## src/sv/qrgs_pkg.sv

```systemverilog
// ----------------------------------------------------------------------------
// qrgs_pkg
// Shared widths, limits and helpers of the Gram-Schmidt QR block.
// ----------------------------------------------------------------------------
package qrgs_pkg;

	localparam int VAL_W  = 32;
	localparam int PROD_W = 2 * VAL_W;
	localparam int DIVD_W = VAL_W + 16;

	localparam logic signed [VAL_W-1:0] VAL_MAX = {1'b0, {(VAL_W-1){1'b1}}};
	localparam logic signed [VAL_W-1:0] VAL_MIN = {1'b1, {(VAL_W-1){1'b0}}};

	typedef logic signed [VAL_W-1:0]  val_t;
	typedef logic signed [PROD_W-1:0] prod_t;

	typedef struct packed {
		logic              start;
		logic [DIVD_W-1:0] dividend;
		logic [VAL_W-1:0]  divisor;
	} div_req_t;

	typedef struct packed {
		logic              done;
		logic [DIVD_W-1:0] quotient;
	} div_rsp_t;

	function automatic val_t sat_val(input prod_t v);
		if (v > PROD_W'(VAL_MAX))
			return VAL_MAX;
		if (v < PROD_W'(VAL_MIN))
			return VAL_MIN;
		return VAL_W'(v);
	endfunction

endpackage

```

## src/sv/qrgs_mul.sv

```systemverilog
// ----------------------------------------------------------------------------
// qrgs_mul
// Registered signed multiplier shared by dot products, updates and squares.
// ----------------------------------------------------------------------------
module qrgs_mul import qrgs_pkg::*; (
	input  logic  clk,
	input  val_t  a,
	input  val_t  b,
	output prod_t p
);

	prod_t p_q;

	always_ff @(posedge clk) begin
		p_q <= PROD_W'(a) * PROD_W'(b);
	end

	assign p = p_q;

endmodule

```

## config.mk

```make
export PLATFORM = sky130hd
export DESIGN_NAME = qrgs_mul
export DESIGN_NICKNAME = d
export VERILOG_FILES = /design/src/sv/qrgs_pkg.sv /design/src/sv/qrgs_mul.sv
export SDC_FILE = /design/constraint.sdc
export NUM_CORES = 2
export LEC_CHECK = 0
export BUFFER_PORTS_ARGS = -buffer_cell sky130_fd_sc_hd__buf_2
export CAP_MARGIN = 30
export CORE_MARGIN = 10
export CORE_UTILIZATION = 57
export DETAILED_ROUTE_END_ITERATION = 8
export PLACE_DENSITY = 0.74
export SETUP_SLACK_MARGIN = 0.05
export SYNTH_ARGS = -nofsm -noshare
export SYNTH_HDL_FRONTEND = slang
export SYNTH_SLANG_ARGS = --single-unit
```

## constraint.sdc

```tcl
create_clock -name clk -period 8.8 [get_ports clk]
set_input_delay 0.88 -clock clk [delete_from_list [all_inputs] [get_ports clk]]
set_output_delay 0.88 -clock clk [all_outputs]
set_load 0.02 [all_outputs]
```

==> results.toml <==
[global_routing]
grt_max_degree = 33
grt_pass1_vias = 29600
overflow = 0
grt_pass1_wl_um = 161000
antenna_found_initial = 12
grt_use_total = 0.277

[clock_network]
clock_path_buffers = 2
post_cts_buffers = 0
cts_resized = 0
root_buffer = "clkbuf_16"
clkSinkCount = 64
h-tree-depth = 3
cts_hold_buf = 0
clkTransAtPathRegs_ns = 0.07
cts_buffers = 9
cts_tree = "built"

[timing]
min_period_ns = 8.49
hold_slack_ns = 1.09
slew_headroom = 0.506
fin_crit_sh = 0.964
final-hold-violation-count = 0
finalMaxSlewViolations = 0
max_freq_mhz = 118
setup_viol = 0
setup_tns_ns = 0
worstMarginPinSlew_ns = 0.741
rsz0062_at_grt = "no"

[floorplan]
dieWidth_um = 276
rows = 93
num_io_pins = 129
start_util = 0.577
core_area_um2 = 64600
dieArea_um2 = 76000
die_h_um = 276

[critical_path]
timing.critical_path.buf_inv = 6
cp.depth = 26
start_kind = "input port"
cpMostUsedCell = "fa_1"
cp-end-kind = "register"
critPathMaxFanout = 24
endpoint = "p[50]"
cpLargestDelayFamily = "adder cells"
crit_type = "input port to register"
critPathLaunch = "b[9]"
worstPathRequired_ns = 9.11
critPathSlowestCell = "fa_1"
slowest_delay_ns = 0.61
arrival_ns = 8.80

[synth]
synth_edf_count = 0
netlist_area_um2 = 37200
synth_fp_nets = 5215
syn_avg_cell_area_um2 = 9.59
ys.flop_type = "dfxtp_1"
netlist_instances = 3884
yosysUniqueCellTypes = 63
yosys_warnings = 0
async_reset_ff_frac = 0
yosysSeqAreaShare = 0.0344
ys_ff_latch = 64

[finish]
largest_reg_flops = 64
drive_above_1_share = 0.0778
stdcell_area_um2 = 39700
area_growth_pct = 6.49
nNetsFinal = 5296
post-route-util = 0.614

[route]
dr_total_vias = 26100
drtIter0Drc = 1894
postRouteWirelength_um = 98400
drt-pass1-iter-count = 5
drc = 0
wire_per_inst_um = 20.4
via_per_inst = 5.41
ant_nets = 0

[run]
max-cap-violations = 0

[placement]
dp_hpwl_um = 84300
placed_cell_area_um2 = 39300
port_buffers = 128
gp_congestion = 0.924

[min_path]
min_path_type = "input port to register"

[outcome]
status = "completed"
## how the worst min path moves through the flow
| stage | start | endpoint | slack, ns | depth (start not counted) |
|---|---|---|---|---|
| finish | a[0] | p[1] | 1.09 | 3 |
| global route | a[0] | p[1] | 1.12 | 3 |
| CTS | a[0] | p[1] | 1.08 | 3 |
| detailed placement | p[15] | p[15] | 1.30 | 1 |
| global placement | p[10] | p[10] | 1.30 | 1 |
| floorplan | b[0] | p[0] | 1.01 | 1 |
## cell usage after synthesis, types with 4 or more instances
library cell     n  share of area
o21ai_0         28         0.0038
nand3_1         15         0.0020
nand2b_1         9         0.0015
o31ai_1          6         0.0012
a31oi_1         12         0.0020
nor2_1          42         0.0042
fa_1          1082           0.58
clkbuf_1       195          0.020
a21o_1          23         0.0046
dfxtp_1         64          0.034
nand4_1          7         0.0012
a21oi_1         68         0.0091
o21bai_1        15         0.0030
inv_1          952          0.096
xnor2_1         53          0.012
nand2_1        511          0.052
ha_1           184          0.062
o21a_1           4        0.00081
and2_1         516          0.087
nor3_1           6        0.00081
a211oi_1         4        0.00081
and3_1           7         0.0012
xor2_1          22         0.0052
or3_1            4        0.00067
## placed cells by master (no fill, tap or decap), drive strengths merged, types with 25 or more instances in the layout
master and instances:
a21oi 68, and2 516, dfxtp 64, a21o 25, nor2 42, fa 1082, inv 952, xnor2 53
o21ai 31, buf 270, nand2 511, ha 184
## area by class of cell
| cell class | instances | area, um^2 |
|---|---|---|
| Clock buffer | 10 | 239 |
| Multi-Input combinational cell | 2668 | 31600 |
| Tap cell | 855 | 1070 |
| Sequential cell | 64 | 1280 |
| Timing Repair Buffer | 270 | 1760 |
| Clock inverter | 6 | 92.6 |
| Fill cell | 5356 | 24900 |
| Antenna cell | 5 | 12.5 |
| Inverter | 952 | 3570 |
## per-layer routing
metal	vias up	global-route usage	part of all wire	routed length, um
met2	1048	0.468	0.50	49200
li1	11200	-	-	-
met5	-	0	0.00050	49
met4	8	0.152	0.061	6020
met3	268	0.0428	0.070	6920
met1	13600	0.340	0.37	36300
## logic make-up (layout without fill, tap and decap cells)
| family | count (synthesis) | after routing | synth area share |
|---|---|---|---|
| flip-flops | 64 | 64 | 0.0344 |
| adder cells (fa/ha/maj) | 1266 | 1266 | 0.643 |
| XOR/XNOR | 75 | 75 | 0.0176 |
| AND/OR/NAND/NOR | 1134 | 1134 | 0.154 |
| other | 0 | 5 | 0 |
| AO/OA/AOI/OAI | 193 | 193 | 0.0346 |
| buffers and inverters | 1152 | 1238 | 0.116 |
## metrics by stage
| stage | cells | worst slack (ns) |
|---|---|---|
| floorplan | 3884 | 0.659 |
| global placement | 4809 | 0.00412 |
| detailed placement | 4809 | 0.0265 |
| CTS | 4825 | 0.400 |
| global route | 4827 | 0.0706 |
| finish | 4830 | 0.314 |
Power is left out: the tool's default activity adds up to more than one toggle a clock period on the data nets, which glitch-free logic cannot reach.
