File: src/sv/qrgs_pkg.sv
// ----------------------------------------------------------------------------
// qrgs_pkg
// Shared widths, limits and helpers of the Gram-Schmidt QR block.
// ----------------------------------------------------------------------------
package qrgs_pkg;

	localparam int VAL_W  = 32;
	localparam int PROD_W = 2 * VAL_W;
	localparam int DIVD_W = VAL_W + 16;

	localparam logic signed [VAL_W-1:0] VAL_MAX = {1'b0, {(VAL_W-1){1'b1}}};
	localparam logic signed [VAL_W-1:0] VAL_MIN = {1'b1, {(VAL_W-1){1'b0}}};

	typedef logic signed [VAL_W-1:0]  val_t;
	typedef logic signed [PROD_W-1:0] prod_t;

	typedef struct packed {
		logic              start;
		logic [DIVD_W-1:0] dividend;
		logic [VAL_W-1:0]  divisor;
	} div_req_t;

	typedef struct packed {
		logic              done;
		logic [DIVD_W-1:0] quotient;
	} div_rsp_t;

	function automatic val_t sat_val(input prod_t v);
		if (v > PROD_W'(VAL_MAX))
			return VAL_MAX;
		if (v < PROD_W'(VAL_MIN))
			return VAL_MIN;
		return VAL_W'(v);
	endfunction

endpackage

File: src/sv/qrgs_sqrt.sv
// ----------------------------------------------------------------------------
// qrgs_sqrt
// Iterative integer square root, one result bit per cycle.
// ----------------------------------------------------------------------------
module qrgs_sqrt import qrgs_pkg::*; (
	input  logic              clk,
	input  logic              arst_n,
	input  logic              start,
	input  logic [PROD_W-1:0] radicand,
	output logic              done,
	output logic [VAL_W-1:0]  root
);

	logic [PROD_W-1:0] s_q;
	logic [PROD_W-1:0] res_q;
	logic [PROD_W-1:0] bit_q;
	logic              busy_q;
	logic              done_q;
	logic [PROD_W-1:0] trial;

	assign trial = res_q + bit_q;

	always_ff @(posedge clk or negedge arst_n) begin
		if (!arst_n) begin
			busy_q <= 1'b0;
			done_q <= 1'b0;
		end else begin
			done_q <= 1'b0;
			if (start) begin
				busy_q <= 1'b1;
			end else if (busy_q && bit_q[0]) begin
				busy_q <= 1'b0;
				done_q <= 1'b1;
			end
		end
	end

	always_ff @(posedge clk) begin
		if (start) begin
			s_q   <= radicand;
			res_q <= '0;
			bit_q <= PROD_W'(1) << (PROD_W - 2);
		end else if (busy_q) begin
			if (s_q >= trial) begin
				s_q   <= s_q - trial;
				res_q <= (res_q >> 1) + bit_q;
			end else begin
				res_q <= res_q >> 1;
			end
			bit_q <= bit_q >> 2;
		end
	end

	assign done = done_q;
	assign root = res_q[VAL_W-1:0];

endmodule

File: config.mk
export PLATFORM = sky130hd
export DESIGN_NAME = qrgs_sqrt
export DESIGN_NICKNAME = d
export VERILOG_FILES = /design/src/sv/qrgs_pkg.sv /design/src/sv/qrgs_sqrt.sv
export SDC_FILE = /design/constraint.sdc
export NUM_CORES = 1
export LEC_CHECK = 0
export BUFFER_PORTS_ARGS = -buffer_cell sky130_fd_sc_hd__buf_2
export CORE_ASPECT_RATIO = 1.4
export CORE_MARGIN = 3
export CORE_UTILIZATION = 50
export CTS_CLUSTER_SIZE = 16
export DETAILED_ROUTE_END_ITERATION = 10
export PLACE_DENSITY = 0.67
export SYNTH_ARGS = -nofsm -noshare
export SYNTH_HDL_FRONTEND = slang
export SYNTH_SLANG_ARGS = --single-unit
File: constraint.sdc
create_clock -name clk -period 14.1 [get_ports clk]
set_input_delay 0.705 -clock clk [delete_from_list [all_inputs] [get_ports clk]]
set_output_delay 0.705 -clock clk [all_outputs]
set_load 0.005 [all_outputs]
==> impl_results.md <==
- Core area: 29400 sq um
- First-pass GRT wire length: 68500 microns
- Average size of a mapped cell: 7.93 sq um
- Yosys top cell area share: 12.7%
- Crit share post-route: 51.9%
- Post-synth EDFFs: 64
- Part of the power in the clock network: 15.1%
- CP startpoint kind: flip-flop
- Dominant cell type by area after synthesis: dfxtp_1
- DRC Markers: 0
- Pint: 1.68 mW
- Post-layout util: 54.6%
- Io pins: 100
- Max cap viols: 0
- Post-synth net total: 2101
- Worst-Margin Slew: 1090 ps
- Final min period: 7310 ps
- Starting Density: 51.3%
- Rows: 74
- Vias per cell: 6.13
- Port-buffer cells: 99
- Synthesis Warnings: 0
- Clock Path Buffers: 2
- Status: completed
- Multi-input logic area: 10400 sq um
- Crit path cell chain: ha_1 -> and4_1 -> nor2b_1 -> a211o_1 -> o21ai_0 -> o41ai_2 -> o311ai_0 -> a31oi_1 -> o21ai_1 -> a21oi_1 -> o21ai_1 -> xor2_1 -> ha_1 -> and4_1 -> nand2_1 -> nor3_1 -> nand4_1 -> o31ai_1 -> a221oi_1 -> o41ai_2 -> buf_4 -> nand2_1 -> nand2b_2 -> buf_4
- Final WL: 42900 microns
- Synth Register Bits: 162
- Postcts setup bufs: 0
- Max FO, Critical Path: 38
- Via Count: 14000
- Worst reg2reg path startpoint: res_q[12]
- Clock Sinks: 162
- P_sw: 1.52 mW
- Pin count of the biggest net entering global routing: 91
- Power per cell area: 199 nW/um^2
- Synth Flop Type: dfxtp_1
- Max Clock Skew: 11.5 ps
- WL/cell: 18.7 microns
- Async SR Flop Fraction: 1.23%
- Total CTS buffers: 17
- Die Area: 32300 sq um
- # diodes: 0
- Seq/Total Area, Yosys: 25.8%
- Final hold violations: 0
- Most instantiated library cell after synthesis: nand2_1
- Remaining antenna violation count: 0
- Non-Filler Instances: 2290
- CP Data Arrival Time: 7400 ps
- 1st-pass router iterations: 5
- Post-Syn Area: 15100 sq um
- CTS tree: yes
- Worst hold start: bit_q[0]
- Global Route Usage Sum: 25.8%
- Endpoint class of the critical path: flip-flop
- Max incr delay on CP: 620 ps
- Pins Over Slew Limit: 0
- Worst hold path class: flip-flop to flip-flop
- Die width: 153 microns
- DR iter-0 viols: 1008
- Share of power burned in registers: 24.2%
- Synth-to-layout area growth: 6.48%
- Power, Total: 3.20 mW
- Reg clk slew, reported paths: 70 ps
- # fillers: 2815
- Initial antenna violation count: 0
- Layout cells sized above 1: 9.95%
- Insertion delay to the later sink of the worst-skew pair: 460 ps
- Logic gate share of total power: 60.7%
- Clock root cell: clkbuf_16
- Vias in the first global route: 13400
- Switching share of power: 47.5%
- Crit. Startpoint: res_q[12]
- Post-DP HPWL: 32300 microns
- Synth area leaders: dfxtp_1 13%, edfxtp_1 13%, ha_1 11%
- Inst Count DP: 2257
- Commonest cells post-synth: 217 x nand2_1, 203 x nor2_1, 154 x o21ai_0
- Yosys cell types: 89
- Setup_tns: 0 ps
- R2r worst-path depth: 24
- WS Path Type: flip-flop to flip-flop
- Slew HR: 27.2%
- GP Congestion: 0.979
- Congestion Overflow GR: 0
- CTS H-tree depth: 4
- RSZ-0062 raised after global routing: false
- Sequential Area: 3900 sq um
- Placed inst area: 15500 sq um
- CTS-repair resized insts: 0
- Count of final setup violators: 0
- Design Area, Final: 16100 sq um
- Post-Syn Instances: 1903
- Worst Hold Depth: 2
- Total leakage power: 6.58 nW
- Net count, final: 2095
- Die height: 212 microns
- Crit path required time: 14190 ps
- Fmax achieved: 0.137 GHz
- Worst IR Drop VDD: 0.000182 V
- Slowest CP cell: nand2b_2
## metal layers
metal / vias up / share of wire, % / GRT usage [%]
met5: - / 0 / 0
met4: 0 / 3.6 / 10.1
met3: 84 / 4.0 / 3.66
met2: 356 / 50 / 46.2
met1: 6619 / 42 / 31.2
li1: 6969 / - / -
## flip-flops by register name, summed over array words and instances, names as in the netlist
register	cells
s_q	64
res_q	64
busy_q	1
done	1
bit_q	32
## logic make-up (layout without fill, tap and decap cells)
logic type	count (synthesis)	in the layout	share of synthesized area [%]
xor gates and xnor gates	152	152	8.82
and+or+nand+nor	628	628	19.0
muxes	42	42	2.82
buffers and inverters	165	172	5.21
adders and majority gates	131	131	10.9
DFF	162	162	25.8
AOI/OAI and AO/OA	623	623	27.4
## area by class of cell
| class | instances | area share, % |
|---|---|---|
| clock inverter | 12 | 0.739 |
| clock buffer | 20 | 2.91 |
| multi-input combinational | 1576 | 64.9 |
| sequential | 162 | 24.2 |
| inverter | 33 | 0.770 |
| tap | 380 | 2.96 |
| timing repair buffer | 107 | 3.51 |
## power groups by stage
stage / logic, mW / registers, mW / clock network, mW
floorplan: 1.52 / 0.738 / 0
global placement: 1.90 / 0.779 / 0
detailed placement: 1.91 / 0.780 / 0
CTS: 1.92 / 0.773 / 0.490
global route: 2.14 / 0.788 / 0.509
finish: 1.94 / 0.774 / 0.484
## placed cells by master (no fill, tap or decap), types with 27 or more instances in the layout
cell	count
ha_1	130
dfxtp_1	96
o21ai_0	154
a31oi_1	56
inv_1	32
buf_2	98
mux2i_1	38
a211oi_1	27
a21o_1	56
xor2_1	84
xnor2_1	68
a21oi_1	122
nand2_1	217
o21bai_1	42
nand4_1	37
edfxtp_1	64
nor2_1	203
nor2b_1	32
## worst paths after layout
kind | end | slack (ps)
min in group asynchronous | busy_q | 550
max reg2reg | s_q[33] | 6790
max in group asynchronous | busy_q | 13440
min | done | 510
max | s_q[33] | 6790
min reg2reg | done | 510
## worst max-delay path, delay by kind of cell (launching register included)
| family | cells | cell delay (ps) |
|---|---|---|
| xor gates and xnor gates | 1 | 90 |
| buffers and inverters | 2 | 980 |
| DFF | 1 | 490 |
| and+or+nand+nor | 8 | 2020 |
| adders and majority gates | 2 | 700 |
| AOI/OAI and AO/OA | 11 | 2590 |
## through the flow
stage | hold slack (ps) | worst slack, ps
after floorplan | 409 | 7620
after global placement | 492 | 6970
after detailed placement | 494 | 6790
after CTS | 508 | 6770
after global routing | 518 | 6070
final | 506 | 6790
## repair_timing
item	in CTS	in global routing
hold buffers	1	0
endpoints found under the setup margin	0	0
endpoints found under the hold margin	2	0
Power figures use the tool's default switching activity.
