`src/sv/qrgs_pkg.sv`:
```
// ----------------------------------------------------------------------------
// qrgs_pkg
// Shared widths, limits and helpers of the Gram-Schmidt QR block.
// ----------------------------------------------------------------------------
package qrgs_pkg;

	localparam int VAL_W  = 32;
	localparam int PROD_W = 2 * VAL_W;
	localparam int DIVD_W = VAL_W + 16;

	localparam logic signed [VAL_W-1:0] VAL_MAX = {1'b0, {(VAL_W-1){1'b1}}};
	localparam logic signed [VAL_W-1:0] VAL_MIN = {1'b1, {(VAL_W-1){1'b0}}};

	typedef logic signed [VAL_W-1:0]  val_t;
	typedef logic signed [PROD_W-1:0] prod_t;

	typedef struct packed {
		logic              start;
		logic [DIVD_W-1:0] dividend;
		logic [VAL_W-1:0]  divisor;
	} div_req_t;

	typedef struct packed {
		logic              done;
		logic [DIVD_W-1:0] quotient;
	} div_rsp_t;

	function automatic val_t sat_val(input prod_t v);
		if (v > PROD_W'(VAL_MAX))
			return VAL_MAX;
		if (v < PROD_W'(VAL_MIN))
			return VAL_MIN;
		return VAL_W'(v);
	endfunction

endpackage

```
`src/sv/qrgs_div.sv`:
```
// ----------------------------------------------------------------------------
// qrgs_div
// Restoring unsigned divider, one quotient bit per cycle.
// ----------------------------------------------------------------------------
module qrgs_div import qrgs_pkg::*; (
	input  logic     clk,
	input  logic     arst_n,
	input  div_req_t req,
	output div_rsp_t rsp
);

	localparam int CNT_W = $clog2(DIVD_W);

	logic [VAL_W-1:0]  rem_q;
	logic [DIVD_W-1:0] dq_q;
	logic [VAL_W-1:0]  dvs_q;
	logic [CNT_W-1:0]  cnt_q;
	logic              busy_q;
	logic              done_q;
	logic [VAL_W:0]    trial;

	assign trial = {rem_q, dq_q[DIVD_W-1]};

	always_ff @(posedge clk or negedge arst_n) begin
		if (!arst_n) begin
			busy_q <= 1'b0;
			done_q <= 1'b0;
			cnt_q  <= '0;
		end else begin
			done_q <= 1'b0;
			if (req.start) begin
				busy_q <= 1'b1;
				cnt_q  <= '0;
			end else if (busy_q) begin
				cnt_q <= cnt_q + CNT_W'(1);
				if (cnt_q == CNT_W'(DIVD_W - 1)) begin
					busy_q <= 1'b0;
					done_q <= 1'b1;
				end
			end
		end
	end

	always_ff @(posedge clk) begin
		if (req.start) begin
			rem_q <= '0;
			dq_q  <= req.dividend;
			dvs_q <= req.divisor;
		end else if (busy_q) begin
			if (trial >= {1'b0, dvs_q}) begin
				rem_q <= VAL_W'(trial - {1'b0, dvs_q});
				dq_q  <= {dq_q[DIVD_W-2:0], 1'b1};
			end else begin
				rem_q <= trial[VAL_W-1:0];
				dq_q  <= {dq_q[DIVD_W-2:0], 1'b0};
			end
		end
	end

	assign rsp.done     = done_q;
	assign rsp.quotient = dq_q;

endmodule
```
`config.mk`:
```
export PLATFORM = sky130hd
export DESIGN_NAME = qrgs_div
export DESIGN_NICKNAME = d
export VERILOG_FILES = /design/src/sv/qrgs_pkg.sv /design/src/sv/qrgs_div.sv
export SDC_FILE = /design/constraint.sdc
export NUM_CORES = 1
export LEC_CHECK = 0
export ABC_AREA = 1
export BUFFER_PORTS_ARGS = -buffer_cell sky130_fd_sc_hd__buf_4
export CAP_MARGIN = 20
export CORE_UTILIZATION = 40
export DETAILED_ROUTE_END_ITERATION = 10
export PLACE_DENSITY = 0.7
export SLEW_MARGIN = 10
export SYNTH_ARGS = -nofsm -noshare
export SYNTH_HDL_FRONTEND = slang
export SYNTH_SLANG_ARGS = --single-unit
```
`constraint.sdc`:
```
create_clock -name clk -period 5.1 [get_ports clk]
set_clock_uncertainty 0.05 [all_clocks]
set_input_delay 0.765 -clock clk [delete_from_list [all_inputs] [get_ports clk]]
set_output_delay 0.765 -clock clk [all_outputs]
set_load 0.02 [all_outputs]
```
==> impl_metrics.env <==
export IMPL_run_status="finished, violations left"
export IMPL_violations="DRC"
export IMPL_relSlewSlack=0.3779
export IMPL_cts_tree="built"
export IMPL_ys_seq_elements=120
export IMPL_root_buffer="clkbuf_16"
export IMPL_hpwlAfterDp_mm=14.24
export IMPL_arrival_ps=3010
export IMPL_synth_simple_area_share=0.3435
export IMPL_synth_nets=1151
export IMPL_fin_crit_ps=2712
export IMPL_fin_crit_sh=0.5318
export IMPL_num_fill_cells=1815
export IMPL_yosys_area_top_type_share=0.3239
export IMPL_start_util=0.4101
export IMPL_numPortBuffers=131
export IMPL_die_y_um=138.2
export IMPL_postRouteAntennaNets=0
export IMPL_slew_violations=0
export IMPL_async_flop_share=0.06667
export IMPL_synth_area_mux_share=0
export IMPL_io_pins=132
export IMPL_fmax_ghz=0.3687
export IMPL_grt_antenna_before_repair=1
export IMPL_dr_pass1_iters=8
export IMPL_synthAdderAreaFrac=0.05837
export IMPL_synth_xor_area_frac=0.01653
export IMPL_area_growth_syn_to_layout_pct=23.72
export IMPL_htree_num_levels=4
export IMPL_r2r_slack_ps=2390
export IMPL_num_antenna_cells=0
export IMPL_cp_required_ps=5400
export IMPL_setup_violations=0
export IMPL_grt_max_degree=67
export IMPL_clk_latency_ps=420
export IMPL_synth_area_um2=7417
export IMPL_grt_pass1_vias=6310
export IMPL_place_area_um2=8587
export IMPL_wl_mm=19.53
export IMPL_routabilityCongestion=0.9321
export IMPL_drt_iter0_markers=545
export IMPL_grt_overflow=0
export IMPL_route_detailed_drc=2
export IMPL_synth_most_common_cell="nand2_1"
export IMPL_grt_usage=0.2092
export IMPL_p_per_area_nw_per_um2=513.4
export IMPL_synthTopCellsByArea="edfxtp_1 (32%), nand2_1 (23%), dfxtp_1 (8.6%)"
export IMPL_rsz0062_at_grt="false"
export IMPL_synth_edf_count=80
export IMPL_yosysWarningCount=0
export IMPL_yosysTopAreaCell="edfxtp_1"
export IMPL_hold_path_class="in -> async"
export IMPL_synth_compound_area_frac=0.03897
export IMPL_clock_path_buffers=2
export IMPL_nNetsFinal=1279
export IMPL_synthCells=1034
export IMPL_endpoint_kind="flop"
export IMPL_vias=6740
export IMPL_syn_area_per_cell_um2=7.173
export IMPL_synth_top_family_by_area="simple AND/OR/NAND/NOR gates"
export IMPL_p_leak_uw=0.004907
export IMPL_die_area_um2=19090
export IMPL_synth_common_cells="nand2_1 (448), inv_1 (167), edfxtp_1 (80), nand3_1 (73), nor2_1 (50)"
export IMPL_critPathKind="reg -> reg"
export IMPL_rows=49
export IMPL_worstMarginPinSlew_ps=933.2
export IMPL_ctsHoldBuffers=0
export IMPL_clk_pin_slew_worst_paths_ps=60
export IMPL_synth_ff_type="edfxtp_1"
export IMPL_tns_ps=0
export IMPL_stdcell_area_um2=9176
export IMPL_synth_cell_types=35
export IMPL_core_area_um2=18090
export IMPL_drive_gt1_frac=0.1515
export IMPL_avgViaCountPerCell=4.801
export IMPL_grt_pass1_wl_mm=31.58
export IMPL_wl_per_cell_um=13.91
export IMPL_cts_resized=0
export IMPL_maxCapViolCount=0
export IMPL_hold_violations=0
export IMPL_clock_sinks=120
export IMPL_die_w_um=138.2
export IMPL_cts_setup_buffers=0
export IMPL_max_vdd_ir_drop_v=0.0002788
export IMPL_numCtsBuffers=17
export IMPL_startpoint_type="flop"
export IMPL_yosysSeqAreaShare=0.4372
export IMPL_crit_fanout=32
[final cells by class]
cell class | count | area (um2) | area share
multi-input combinational | 716 | 3395 | 0.3699
clock inverter | 11 | 148.9 | 0.01623
sequential | 120 | 3243 | 0.3534
inverter | 171 | 641.9 | 0.06995
timing repair buffer | 136 | 1021 | 0.1113
clock buffer | 21 | 440.4 | 0.04800
tap | 229 | 286.5 | 0.03122
[through the flow]
| stage | utilization | cells | worst slack [ps] | total power, uW | hold slack, ps |
|---|---|---|---|---|---|
| 2_1_floorplan | - | 1034 | 1860 | 2967 | 393.6 |
| 3_3_place_gp | 0.4748 | 1372 | 2451 | 3451 | 408.2 |
| 3_5_place_dp | 0.4748 | 1372 | 2425 | 3475 | 411.2 |
| 4_1_cts | 0.5074 | 1404 | 2406 | 4722 | 83.26 |
| 5_1_grt | 0.5074 | 1404 | 2113 | 5091 | 88.40 |
| 6_report | 0.5074 | 1404 | 2388 | 4711 | 93.26 |
[flip-flops by register name, indices dropped and copies added (netlist names)]
| register | flops |
|---|---|
| dq_q | 48 |
| dvs_q | 32 |
| rem_q | 32 |
| cnt_q | 6 |
| busy_q | 1 |
| done_q | 1 |
[final timing paths]
kind,startpoint,end,cells after the start
setup / recovery,dvs_q[21],rem_q[17],13
hold / removal,arst_n,cnt_q[4],1
setup reg to reg,dvs_q[21],rem_q[17],13
hold reg to reg,rem_q[25],rem_q[25],2
max in group asynchronous,arst_n,busy_q,1
min in group clk,rem_q[25],rem_q[25],2
[report_power, final]
group / internal (uW) / total [uW] / switching (uW)
clock network: 769 / 1230 / 458
logic: 784 / 2140 / 1360
registers: 1230 / 1340 / 112
[per-layer routing]
layer / up-vias / global-route usage / share of wire
li1: 3470 / - / -
met1: 3022 / 0.2735 / 0.45
met2: 223 / 0.3306 / 0.45
met3: 23 / 0.06477 / 0.084
met4: 2 / 0.06623 / 0.015
met5: - / 0 / 0.00067
[cells in the final DEF, fill, tap and decap left out, drive strengths merged, types with 9 or more instances in the layout]
cell type and n:
nand3 74, buf 136, nand2 453, nand3b 22, o21ai 22, a21oi 26, edfxtp 80, inv 172
dfxtp 32, xnor2 13, clkbuf 21, ha 33, nor3 9, nor2 52
[cell families (layout without fill, tap and decap cells)]
group           Yosys count  in the layout
simple gates            615            615
buf+inv                 198            339
flops                   120            120
compound gates           53             53
fa+ha+maj                34             34
xor+xnor                 14             14
[critical path, cell delays in order (launching register included)]
cell and delay [ps]:
edfxtp_1 310, inv_1 40, ha_1 330, nand2_1 160, nor2_1 100, nand2_1 100, nor2_2 50, nand2_1 70
nand2_1 90, a21oi_4 560, nand2_4 410, nand2_1 160, nand3_1 90, o21ai_1 90
Note: power is estimated with default switching activity, not from simulation.
